<file path="src/hdl/grdsm_pkg.sv">
// Package for the gimbal rate-damped servo mixer.
// Holds widths, register indexes, state and command types; every module imports it.
// Depends on nothing.
package grdsm_pkg;

    localparam int STICK_W = 12;
    localparam int RATE_W  = 16;
    localparam int DT_W    = 16;
    localparam int GAIN_W  = 16;
    localparam int TRIM_W  = 11;
    localparam int LIM_W   = 24;
    localparam int TC_W    = 24;
    localparam int MODE_W  = 3;
    localparam int PULSE_W = 12;
    localparam int LP_W    = 32;
    localparam int ALPHA_W = 16;
    localparam int DEN_W   = TC_W + 1;
    localparam int MA_W    = LP_W + 1;
    localparam int MB_W    = ALPHA_W + 1;
    localparam int PROD_W  = MA_W + MB_W;
    localparam int SUM_W   = 14;
    localparam int V_W     = 51;
    localparam int PADDR_W = 5;
    localparam int PDATA_W = 32;

    localparam logic [LIM_W-1:0] LIMITS_RESET = 24'h801000;
    localparam logic signed [SUM_W-1:0] REV_CENTER = 14'sd3000;

    localparam int MODE_REV_PAN  = 0;
    localparam int MODE_REV_TILT = 1;
    localparam int MODE_ACTIVE   = 2;

    typedef enum logic [2:0] {
        REG_PAN_GAIN     = 3'd0,
        REG_TILT_GAIN    = 3'd1,
        REG_PAN_OFFSET   = 3'd2,
        REG_TILT_OFFSET  = 3'd3,
        REG_PAN_LIMITS   = 3'd4,
        REG_TILT_LIMITS  = 3'd5,
        REG_WASHOUT_TIME = 3'd6,
        REG_MODE_FLAGS   = 3'd7
    } t_reg_idx;

    typedef struct packed {
        logic signed [GAIN_W-1:0] pan_gain;
        logic signed [GAIN_W-1:0] tilt_gain;
        logic signed [TRIM_W-1:0] pan_offset;
        logic signed [TRIM_W-1:0] tilt_offset;
        logic [LIM_W-1:0]         pan_limits;
        logic [LIM_W-1:0]         tilt_limits;
        logic [TC_W-1:0]          washout_time;
        logic [MODE_W-1:0]        mode_flags;
    } t_cfg;

    typedef enum logic [3:0] {
        S_IDLE,
        S_CHK,
        S_DIV,
        S_LPY,
        S_LPP,
        S_MY,
        S_MP,
        S_VT,
        S_CT,
        S_OUT
    } t_state;

    typedef enum logic [1:0] {
        MUL_LPY,
        MUL_LPP,
        MUL_DY,
        MUL_DP
    } t_mul_sel;

    typedef struct packed {
        logic     load_in;
        logic     div_init;
        logic     div_step;
        t_mul_sel mul_sel;
        logic     lp_y_we;
        logic     lp_p_we;
        logic     v_load;
        logic     v_tilt;
        logic     pan_we;
        logic     tilt_we;
        logic     out_load;
    } t_cmd;

    typedef struct packed {
        logic active;
        logic wash;
        logic out_free;
    } t_status;

endpackage

</file>
<file path="src/hdl/grdsm_regs.sv">
// Configuration register file behind the APB-style port.
// Depends on grdsm_pkg for the register indexes and the t_cfg struct.
module grdsm_regs import grdsm_pkg::*; (
    input  logic               i_clk,
    input  logic               i_rst_n,
    input  logic               psel,
    input  logic               penable,
    input  logic               pwrite,
    input  logic [PADDR_W-1:0] paddr,
    input  logic [PDATA_W-1:0] pwdata,
    output logic [PDATA_W-1:0] prdata,
    output logic               pready,
    output t_cfg               o_cfg
);

    t_cfg     r_cfg;
    t_reg_idx idx;
    logic     wr_en;

    assign idx    = t_reg_idx'(paddr[PADDR_W-1:2]);
    assign wr_en  = psel && penable && pwrite;
    assign pready = 1'b1;
    assign o_cfg  = r_cfg;

    always_ff @(posedge i_clk) begin
        if (!i_rst_n) begin
            r_cfg.pan_gain     <= '0;
            r_cfg.tilt_gain    <= '0;
            r_cfg.pan_offset   <= '0;
            r_cfg.tilt_offset  <= '0;
            r_cfg.pan_limits   <= LIMITS_RESET;
            r_cfg.tilt_limits  <= LIMITS_RESET;
            r_cfg.washout_time <= '0;
            r_cfg.mode_flags   <= '0;
        end else if (wr_en) begin
            unique case (idx)
                REG_PAN_GAIN:     r_cfg.pan_gain     <= pwdata[GAIN_W-1:0];
                REG_TILT_GAIN:    r_cfg.tilt_gain    <= pwdata[GAIN_W-1:0];
                REG_PAN_OFFSET:   r_cfg.pan_offset   <= pwdata[TRIM_W-1:0];
                REG_TILT_OFFSET:  r_cfg.tilt_offset  <= pwdata[TRIM_W-1:0];
                REG_PAN_LIMITS:   r_cfg.pan_limits   <= pwdata[LIM_W-1:0];
                REG_TILT_LIMITS:  r_cfg.tilt_limits  <= pwdata[LIM_W-1:0];
                REG_WASHOUT_TIME: r_cfg.washout_time <= pwdata[TC_W-1:0];
                REG_MODE_FLAGS:   r_cfg.mode_flags   <= pwdata[MODE_W-1:0];
            endcase
        end
    end

    always_comb begin
        unique case (idx)
            REG_PAN_GAIN:     prdata = {{(PDATA_W-GAIN_W){1'b0}}, r_cfg.pan_gain};
            REG_TILT_GAIN:    prdata = {{(PDATA_W-GAIN_W){1'b0}}, r_cfg.tilt_gain};
            REG_PAN_OFFSET:   prdata = {{(PDATA_W-TRIM_W){1'b0}}, r_cfg.pan_offset};
            REG_TILT_OFFSET:  prdata = {{(PDATA_W-TRIM_W){1'b0}}, r_cfg.tilt_offset};
            REG_PAN_LIMITS:   prdata = {{(PDATA_W-LIM_W){1'b0}}, r_cfg.pan_limits};
            REG_TILT_LIMITS:  prdata = {{(PDATA_W-LIM_W){1'b0}}, r_cfg.tilt_limits};
            REG_WASHOUT_TIME: prdata = {{(PDATA_W-TC_W){1'b0}}, r_cfg.washout_time};
            REG_MODE_FLAGS:   prdata = {{(PDATA_W-MODE_W){1'b0}}, r_cfg.mode_flags};
        endcase
    end

endmodule

</file>
<file path="src/hdl/grdsm_ctrl.sv">
// Controller state machine of the mixer: sequences divider, shared multiplier and mix.
// Depends on grdsm_pkg for t_state, t_cmd and t_status.
module grdsm_ctrl import grdsm_pkg::*; (
    input  logic    i_clk,
    input  logic    i_rst_n,
    input  logic    i_in_valid,
    output logic    o_in_ready,
    input  t_status i_st,
    output t_cmd    o_cmd
);

    localparam int CNT_W = $clog2(ALPHA_W);

    t_state           r_state, n_state;
    logic [CNT_W-1:0] r_cnt, n_cnt;

    always_ff @(posedge i_clk) begin
        if (!i_rst_n) begin
            r_state <= S_IDLE;
            r_cnt   <= '0;
        end else begin
            r_state <= n_state;
            r_cnt   <= n_cnt;
        end
    end

    always_comb begin
        n_state = r_state;
        n_cnt   = r_cnt;
        unique case (r_state)
            S_IDLE: if (i_in_valid) n_state = S_CHK;
            S_CHK: begin
                n_cnt = '0;
                if (!i_st.active) begin
                    n_state = S_IDLE;
                end else if (i_st.wash) begin
                    n_state = S_DIV;
                end else begin
                    n_state = S_MY;
                end
            end
            S_DIV: begin
                n_cnt = r_cnt + 1'b1;
                if (r_cnt == CNT_W'(ALPHA_W - 1)) n_state = S_LPY;
            end
            S_LPY: n_state = S_LPP;
            S_LPP: n_state = S_MY;
            S_MY:  n_state = S_MP;
            S_MP:  n_state = S_VT;
            S_VT:  n_state = S_CT;
            S_CT:  n_state = S_OUT;
            S_OUT: if (i_st.out_free) n_state = S_IDLE;
        endcase
    end

    always_comb begin
        o_in_ready = 1'b0;
        o_cmd      = '0;
        o_cmd.mul_sel = MUL_DY;
        unique case (r_state)
            S_IDLE: begin
                o_in_ready    = 1'b1;
                o_cmd.load_in = i_in_valid;
            end
            S_CHK: o_cmd.div_init = 1'b1;
            S_DIV: o_cmd.div_step = 1'b1;
            S_LPY: o_cmd.mul_sel  = MUL_LPY;
            S_LPP: begin
                o_cmd.lp_y_we = 1'b1;
                o_cmd.mul_sel = MUL_LPP;
            end
            S_MY: begin
                o_cmd.lp_p_we = i_st.wash;
                o_cmd.mul_sel = MUL_DY;
            end
            S_MP: begin
                o_cmd.v_load  = 1'b1;
                o_cmd.mul_sel = MUL_DP;
            end
            S_VT: begin
                o_cmd.pan_we = 1'b1;
                o_cmd.v_load = 1'b1;
                o_cmd.v_tilt = 1'b1;
            end
            S_CT:  o_cmd.tilt_we  = 1'b1;
            S_OUT: o_cmd.out_load = i_st.out_free;
        endcase
    end

    a_accept_to_chk: assert property (@(posedge i_clk) disable iff (!i_rst_n)
        r_state == S_IDLE && i_in_valid |=> r_state == S_CHK)
        else $error("accepted word did not enter the check state");

    a_div_length: assert property (@(posedge i_clk) disable iff (!i_rst_n)
        r_state == S_DIV && r_cnt == CNT_W'(ALPHA_W - 1) |=> r_state == S_LPY)
        else $error("divider did not finish after its last step");

    a_no_lp_without_wash: assert property (@(posedge i_clk) disable iff (!i_rst_n)
        (o_cmd.lp_y_we || o_cmd.lp_p_we) |-> i_st.wash && i_st.active)
        else $error("low-pass written with washout off");

endmodule

</file>
<file path="src/hdl/grdsm_dp.sv">
// Datapath of the mixer: input capture, alpha divider, shared multiplier,
// low-pass state, mix, clamp and round, and the output register. Depends on grdsm_pkg.
module grdsm_dp import grdsm_pkg::*; (
    input  logic                      i_clk,
    input  logic                      i_rst_n,
    input  t_cfg                      i_cfg,
    input  t_cmd                      i_cmd,
    output t_status                   o_st,
    input  logic [STICK_W-1:0]        i_pan_stick,
    input  logic [STICK_W-1:0]        i_tilt_stick,
    input  logic signed [RATE_W-1:0]  i_yaw_rate,
    input  logic signed [RATE_W-1:0]  i_pitch_rate,
    input  logic [DT_W-1:0]           i_step_time,
    output logic                      o_out_valid,
    input  logic                      i_out_ready,
    output logic [PULSE_W-1:0]        o_pan_pulse,
    output logic [PULSE_W-1:0]        o_tilt_pulse
);

    logic [STICK_W-1:0]       r_pan_stick, r_tilt_stick;
    logic signed [RATE_W-1:0] r_yaw, r_pitch;
    logic [DT_W-1:0]          r_dt;
    logic                     r_wash;

    logic [DEN_W-1:0]   r_rem, r_den;
    logic [ALPHA_W-1:0] r_q;
    logic [DEN_W:0]     div_t;
    logic               div_ge;

    logic signed [LP_W-1:0]   r_lp_y, r_lp_p;
    logic signed [MA_W-1:0]   yaw_q, pitch_q, d_y, d_p, mul_a;
    logic signed [MB_W-1:0]   mul_b;
    logic signed [PROD_W-1:0] mul_p, r_prod;

    logic [STICK_W-1:0]       vf_stick;
    logic                     vf_rev;
    logic signed [TRIM_W-1:0] vf_trim;
    logic signed [SUM_W-1:0]  vf_base, vf_sum;
    logic signed [V_W-1:0]    vf_hi, vf_p, vf_v, r_v;

    logic [LIM_W-1:0]      cl_lim;
    logic signed [V_W-1:0] cl_lo, cl_hi, cl_v, cl_rnd;
    logic [PULSE_W-1:0]    cl_pulse;

    logic [PULSE_W-1:0] r_pan_res, r_tilt_res, r_o_pan, r_o_tilt;
    logic               r_out_valid;

    // Input capture.
    always_ff @(posedge i_clk) begin
        if (!i_rst_n) begin
            r_wash <= 1'b0;
        end else if (i_cmd.load_in) begin
            r_wash <= (i_cfg.washout_time != '0) && (i_step_time != '0);
        end
    end

    always_ff @(posedge i_clk) begin
        if (i_cmd.load_in) begin
            r_pan_stick  <= i_pan_stick;
            r_tilt_stick <= i_tilt_stick;
            r_yaw        <= i_yaw_rate;
            r_pitch      <= i_pitch_rate;
            r_dt         <= i_step_time;
        end
    end

    // Restoring divider for alpha = dt * 2^16 / (tc + dt). Since tc is nonzero
    // here, dt lies below the divisor and only the sixteen fraction bits remain.
    assign div_t  = {r_rem, 1'b0};
    assign div_ge = div_t >= {1'b0, r_den};

    always_ff @(posedge i_clk) begin
        if (i_cmd.div_init) begin
            r_rem <= {{(DEN_W-DT_W){1'b0}}, r_dt};
            r_den <= {1'b0, i_cfg.washout_time} + {{(DEN_W-DT_W){1'b0}}, r_dt};
            r_q   <= '0;
        end else if (i_cmd.div_step) begin
            r_rem <= div_ge ? DEN_W'(div_t - {1'b0, r_den}) : div_t[DEN_W-1:0];
            r_q   <= {r_q[ALPHA_W-2:0], div_ge};
        end
    end

    // Rates in Q16 and the damping terms.
    assign yaw_q   = {r_yaw[RATE_W-1], r_yaw, 16'b0};
    assign pitch_q = {r_pitch[RATE_W-1], r_pitch, 16'b0};
    assign d_y     = r_wash ? yaw_q - {r_lp_y[LP_W-1], r_lp_y} : yaw_q;
    assign d_p     = r_wash ? pitch_q - {r_lp_p[LP_W-1], r_lp_p} : pitch_q;

    // Shared multiplier with a registered product.
    always_comb begin
        case (i_cmd.mul_sel)
            MUL_LPY: begin
                mul_a = d_y;
                mul_b = {1'b0, r_q};
            end
            MUL_LPP: begin
                mul_a = d_p;
                mul_b = {1'b0, r_q};
            end
            MUL_DY: begin
                mul_a = d_y;
                mul_b = {i_cfg.pan_gain[GAIN_W-1], i_cfg.pan_gain};
            end
            default: begin
                mul_a = d_p;
                mul_b = {i_cfg.tilt_gain[GAIN_W-1], i_cfg.tilt_gain};
            end
        endcase
    end

    assign mul_p = mul_a * mul_b;

    always_ff @(posedge i_clk) begin
        r_prod <= mul_p;
    end

    // Low-pass state: the floor shift by 16 keeps only bits 47..16 once the
    // sum is cut back to 32 bits.
    always_ff @(posedge i_clk) begin
        if (!i_rst_n) begin
            r_lp_y <= '0;
            r_lp_p <= '0;
        end else begin
            if (i_cmd.lp_y_we) r_lp_y <= r_lp_y + r_prod[LP_W+15:16];
            if (i_cmd.lp_p_we) r_lp_p <= r_lp_p + r_prod[LP_W+15:16];
        end
    end

    // Mix in Q32 microseconds.
    assign vf_stick = i_cmd.v_tilt ? r_tilt_stick : r_pan_stick;
    assign vf_rev   = i_cmd.v_tilt ? i_cfg.mode_flags[MODE_REV_TILT]
                                   : i_cfg.mode_flags[MODE_REV_PAN];
    assign vf_trim  = i_cmd.v_tilt ? i_cfg.tilt_offset : i_cfg.pan_offset;
    assign vf_base  = vf_rev ? REV_CENTER - $signed({2'b0, vf_stick})
                             : $signed({2'b0, vf_stick});
    assign vf_sum   = vf_base + {{(SUM_W-TRIM_W){vf_trim[TRIM_W-1]}}, vf_trim};
    assign vf_hi    = $signed({{(V_W-SUM_W-32){vf_sum[SUM_W-1]}}, vf_sum, 32'b0});
    assign vf_p     = {{(V_W-PROD_W){r_prod[PROD_W-1]}}, r_prod};
    assign vf_v     = vf_rev ? vf_hi + vf_p : vf_hi - vf_p;

    always_ff @(posedge i_clk) begin
        if (i_cmd.v_load) r_v <= vf_v;
    end

    // Clamp to the minimum first, then the maximum, then round half up.
    assign cl_lim   = i_cmd.tilt_we ? i_cfg.tilt_limits : i_cfg.pan_limits;
    assign cl_lo    = $signed({{(V_W-PULSE_W-32){1'b0}}, cl_lim[11:0], 32'b0});
    assign cl_hi    = $signed({{(V_W-PULSE_W-32){1'b0}}, cl_lim[23:12], 32'b0});
    assign cl_v     = (r_v < cl_lo) ? cl_lo : ((r_v > cl_hi) ? cl_hi : r_v);
    assign cl_rnd   = cl_v + $signed({{(V_W-32){1'b0}}, 1'b1, 31'b0});
    assign cl_pulse = cl_rnd[PULSE_W+31:32];

    always_ff @(posedge i_clk) begin
        if (i_cmd.pan_we)  r_pan_res  <= cl_pulse;
        if (i_cmd.tilt_we) r_tilt_res <= cl_pulse;
    end

    // Output register.
    always_ff @(posedge i_clk) begin
        if (!i_rst_n) begin
            r_out_valid <= 1'b0;
        end else if (i_cmd.out_load) begin
            r_out_valid <= 1'b1;
        end else if (i_out_ready) begin
            r_out_valid <= 1'b0;
        end
    end

    always_ff @(posedge i_clk) begin
        if (i_cmd.out_load) begin
            r_o_pan  <= r_pan_res;
            r_o_tilt <= r_tilt_res;
        end
    end

    assign o_out_valid  = r_out_valid;
    assign o_pan_pulse  = r_o_pan;
    assign o_tilt_pulse = r_o_tilt;

    assign o_st.active   = i_cfg.mode_flags[MODE_ACTIVE];
    assign o_st.wash     = r_wash;
    assign o_st.out_free = !r_out_valid || i_out_ready;

    a_load_when_free: assert property (@(posedge i_clk) disable iff (!i_rst_n)
        i_cmd.out_load |-> !r_out_valid || i_out_ready)
        else $error("output register overwritten while a word waits");

    a_lp_kept: assert property (@(posedge i_clk) disable iff (!i_rst_n)
        !r_wash |=> $stable(r_lp_y) && $stable(r_lp_p))
        else $error("low-pass state changed with washout off");

endmodule

</file>
<file path="src/hdl/gimbal_rate_damped_servo_mix.sv">
// Two-axis gimbal servo mixer with rate damping and washout.
// Input channel (i_in_valid / o_in_ready) carries one word per control tick:
// both stick pulses, yaw and pitch rates and the step time. Output channel
// (o_out_valid / i_out_ready) carries the pan and tilt pulses of that tick.
// Configuration is written through the APB-style port; the user must write it
// only while idle, as the block does not enforce this. One word is worked on at
// a time: a new word is taken only once the last is loaded into the output
// register. With washout active a word passes the 16-step alpha divider and
// goes four times through the shared multiplier, else twice. With the active
// bit clear a word is taken and dropped, leaving the low-pass state unchanged.
// The result sits in an output register, so while the receiver stalls the
// next word is accepted and computed, and waits only for its final load.
// Synchronous reset clears the registers to their defaults, both low-pass
// states to zero and the output channel to empty.
// Depends on grdsm_pkg, grdsm_regs, grdsm_ctrl and grdsm_dp.
module gimbal_rate_damped_servo_mix import grdsm_pkg::*; (
    input  logic                      i_clk,
    input  logic                      i_rst_n,
    input  logic                      psel,
    input  logic                      penable,
    input  logic                      pwrite,
    input  logic [PADDR_W-1:0]        paddr,
    input  logic [PDATA_W-1:0]        pwdata,
    output logic [PDATA_W-1:0]        prdata,
    output logic                      pready,
    input  logic                      i_in_valid,
    output logic                      o_in_ready,
    input  logic [STICK_W-1:0]        i_pan_stick,
    input  logic [STICK_W-1:0]        i_tilt_stick,
    input  logic signed [RATE_W-1:0]  i_yaw_rate,
    input  logic signed [RATE_W-1:0]  i_pitch_rate,
    input  logic [DT_W-1:0]           i_step_time,
    output logic                      o_out_valid,
    input  logic                      i_out_ready,
    output logic [PULSE_W-1:0]        o_pan_pulse,
    output logic [PULSE_W-1:0]        o_tilt_pulse
);

    t_cfg    cfg;
    t_cmd    cmd;
    t_status st;

    grdsm_regs u_regs (
        .i_clk   (i_clk),
        .i_rst_n (i_rst_n),
        .psel    (psel),
        .penable (penable),
        .pwrite  (pwrite),
        .paddr   (paddr),
        .pwdata  (pwdata),
        .prdata  (prdata),
        .pready  (pready),
        .o_cfg   (cfg)
    );

    grdsm_ctrl u_ctrl (
        .i_clk      (i_clk),
        .i_rst_n    (i_rst_n),
        .i_in_valid (i_in_valid),
        .o_in_ready (o_in_ready),
        .i_st       (st),
        .o_cmd      (cmd)
    );

    grdsm_dp u_dp (
        .i_clk        (i_clk),
        .i_rst_n      (i_rst_n),
        .i_cfg        (cfg),
        .i_cmd        (cmd),
        .o_st         (st),
        .i_pan_stick  (i_pan_stick),
        .i_tilt_stick (i_tilt_stick),
        .i_yaw_rate   (i_yaw_rate),
        .i_pitch_rate (i_pitch_rate),
        .i_step_time  (i_step_time),
        .o_out_valid  (o_out_valid),
        .i_out_ready  (i_out_ready),
        .o_pan_pulse  (o_pan_pulse),
        .o_tilt_pulse (o_tilt_pulse)
    );

endmodule
</file>
<file path="config.mk">
export PLATFORM = sky130hd
export DESIGN_NAME = gimbal_rate_damped_servo_mix
export DESIGN_NICKNAME = d
export VERILOG_FILES = /design/src/hdl/grdsm_pkg.sv /design/src/hdl/grdsm_regs.sv /design/src/hdl/grdsm_ctrl.sv /design/src/hdl/grdsm_dp.sv /design/src/hdl/gimbal_rate_damped_servo_mix.sv
export SDC_FILE = /design/constraint.sdc
export NUM_CORES = 2
export LEC_CHECK = 0
export BUFFER_PORTS_ARGS = -buffer_cell sky130_fd_sc_hd__buf_2
export CAP_MARGIN = 15
export CORE_MARGIN = 2
export CORE_UTILIZATION = 55
export DETAILED_ROUTE_END_ITERATION = 6
export GPL_ROUTABILITY_DRIVEN = 0
export GPL_TIMING_DRIVEN = 0
export MAX_ROUTING_LAYER = met4
export PLACE_DENSITY = 0.72
export SLEW_MARGIN = 25
export SYNTH_ARGS = -nofsm -noshare
export SYNTH_HDL_FRONTEND = slang
export SYNTH_SLANG_ARGS = --single-unit
</file>
<file path="constraint.sdc">
create_clock -name i_clk -period 9.9 [get_ports i_clk]
set_input_delay 0.495 -clock i_clk [delete_from_list [all_inputs] [get_ports i_clk]]
set_output_delay 0.495 -clock i_clk [all_outputs]
set_load 0.01 [all_outputs]
</file>
==> results.cfg <==
[run_status]
outcome = finished with violations
violations = design-rule violations

[power_and_ir_drop]
switching_power_mw = 1.51
powerDensity_nw_per_um2 = 96.2
ir_drop_mv = 0.157
cell_internal_pwr_mw = 3.73
pwr-share-comb = 0.161
seqPwrFrac = 0.425
p_clk_frac = 0.413
total_power_mw = 5.24
leakagePower_nw = 24.2
switching_share = 0.288

[timing]
fin_worst_skew_ns = 0.0480
setup_viol = 0
fmax_mhz = 103
maxSlewHeadroom = 0.244
final_hold_viol_count = 0
worstMarginPinSlew_ns = 1.13
period_minus_slack_ns = 9.70
fin_crit_sh = 0.980
drv_slew = 0
fin_setup_tns_ns = 0

[worst_setup_path]
path_class = reg2reg
worstSetupEndpointType = register
cp-start-kind = register
crit_slowest_cell = or4_1
arrival_ns = 10.17
cpPeakStageDelay_ns = 0.56
cp.required_ns = 10.37
cp_max_fo = 10

[clock_network]
cts.path.max_buffers = 3
clock_sinks = 490
cts_made_buffers = 55
clk_pin_slew_ns = 0.06
htreeDepth = 2
cts_root_buffer = clkbuf_16
clk_latency_ns = 0.67
tritoncts = built

[min_path]
hp-class = in2reg

[drt]
via_count = 42071
drt-initial-drc-count = 4094
postRouteAntennaNets = 0
wirelength_um = 153000
drc = 3
routedWlPerCell_um = 21.5
highest_layer = met4
drt_pass1_iterations = 7
vias_per_cell = 5.92
drt-met1-wl_um = 59200
dr_wl_met3_um = 14700
met2_length_um = 69400

[logic_synthesis]
ys_warn_count = 0
async_flop_share = 0
synth_area_leaders = fa_1, edfxtp_1, dfxtp_1
synth-seq-cells = 490
synth_top_area_share = 0.219
yosysSeqAreaShare = 0.241
synth_area_per_cell_um2 = 8.79
synthCells = 5637
synth_area_um2 = 49500
synthDistinctLibCells = 103
synthFlopType = dfxtp_1
yosys.area.top_type = fa_1
synth_edf_count = 212

[floorplan]
io_pins = 175
fp.dieH_um = 304
die_w_um = 304
dieArea_um2 = 92500
core_area_um2 = 89600
rows = 110
initial_core_util = 0.553

[cells_and_area]
nNetsFinal = 6867
drive_gt1_frac = 0.0778
design_area_um2 = 54400
syn_to_final_growth_pct = 9.85
fin_util = 0.607

[grt]
grt_use_total = 0.340
gr-total-overflow = 0
grt_max_degree = 52
grt_pass1_wl_um = 235000
antenna_found_initial = 5
first_global_vias = 41363

[job]
maxCapViolCount = 0

[place]
numPortBuffers = 149
placed_area_um2 = 51900
hpwlAfterDp_um = 125000
state kept, by name, indices dropped and copies added, names as in the netlist, 12 cells and up:
register,flops
u_dp.o_pan_pulse,12
u_dp.o_tilt_pulse,12
u_dp.r_v,51
u_dp.r_prod,50
u_regs.o_cfg,129
u_dp.r_yaw,16
u_dp.r_lp_p,32
u_dp.r_pan_res,12
u_dp.r_tilt_stick,12
u_dp.r_rem,25
u_dp.r_q,16
u_dp.r_den,25
u_dp.r_dt,16
u_dp.r_lp_y,32
u_dp.r_pitch,16
u_dp.r_tilt_res,12
u_dp.r_pan_stick,12
layout make-up:
| class | count | area [µm²] |
|---|---|---|
| clock buffer | 70 | 1540 |
| timing repair buffer | 181 | 1060 |
| antenna | 1 | 2.50 |
| clock inverter | 34 | 405 |
| buffer | 235 | 1000 |
| multi-input combinational | 4154 | 34200 |
| sequential | 490 | 11900 |
| tap | 1176 | 1470 |
| fill | 7804 | 35200 |
| inverter | 762 | 2860 |
timing repair:
| item | in CTS | in global routing |
|---|---|---|
| endpoints found under the hold margin | 10 | 0 |
| pin swaps | 2 | 7 |
| endpoints found under the setup margin | 18 | 10 |
| gates resized for setup | 41 | 74 |
| buffers inserted | 2 | 13 |
| hold buffers | 10 | 0 |
power by group through the flow:
stage	Clock, mW	Sequential [mW]	Combinational (mW)
final	2.16	2.23	0.845
after global routing	2.26	2.23	0.914
after CTS	2.18	2.23	0.816
after detailed placement	0	2.27	0.804
after global placement	0	2.27	0.785
after floorplan	0	2.24	0.559
worst paths after layout:
| check | cells past startpoint | endpoint | startpoint | slack (ns) |
|---|---|---|---|---|
| worst max register to register | 32 | u_dp.r_prod[45] | u_dp.r_lp_y[2] | 0.20 |
| worst min-delay path | 1 | u_dp.r_pan_stick[3] | i_pan_stick[3] | 0.02 |
| worst min register to register | 0 | u_dp.o_tilt_pulse[6] | u_dp.r_tilt_res[6] | 0.42 |
| worst max-delay path | 32 | u_dp.r_prod[45] | u_dp.r_lp_y[2] | 0.20 |
cells in the final DEF (no fill, tap or decap), types with 77 or more instances in the layout:
cell and n:
edfxtp_1 212, nor2_1 460, a21o_1 93, xnor2_1 184
buf_2 161, xor2_1 77, ha_1 329, o21ai_0 190
a21boi_0 131, mux2i_1 113, fa_1 542, nand2_1 831
dfxtp_1 278, a21oi_1 263, inv_1 759, clkbuf_1 182
nand3_1 78
Yosys cell counts (all sizes together) (131+ instances only):
cell type and count:
nand2 834, inv 761, fa 543, nor2 474, ha 329, dfxtp 278, a21oi 274, edfxtp 212
clkbuf 206, o21ai 202, xnor2 187, a21boi 131
per-stage QoR:
step | setup WS, ns | hold slack (ns) | std cells
floorplan | 1.44 | 0.400 | 5644
global placement | -1.90 | 0.401 | 6969
detailed placement | -1.50 | 0.405 | 6974
CTS | -0.00189 | 0.000981 | 7087
global route | -0.0227 | 0.0125 | 7103
finish | 0.197 | 0.0160 | 7103
per-layer routing:
layer,global-route usage,vias up
li1,-,19056
met4,0.175,0
met2,0.530,2149
met1,0.434,20322
met3,0.0484,544
met5,-,-
critical path, delay by kind of cell (launching register included):
family / cells / cell delay (ns)
AO/OA/AOI/OAI: 5 / 1.34
XOR/XNOR: 2 / 0.71
adder cells (fa/ha/maj): 7 / 3.43
buffers and inverters: 7 / 0.69
flip-flops: 1 / 0.38
AND/OR/NAND/NOR: 11 / 2.96
cell families (layout without fill, tap and decap cells):
family                   after synthesis  in the layout  share of synthesized area
other                                  2             10                   0.000152
AND/OR/NAND/NOR                     1875           1875                      0.171
XOR/XNOR                             265            265                     0.0468
AO/OA/AOI/OAI                        999            999                      0.131
multiplexers                         134            134                     0.0299
adder cells (fa/ha/maj)              872            872                      0.303
buffers and inverters               1000           1282                     0.0772
flip-flops                           490            490                      0.241
Power figures use the tool's default switching activity.
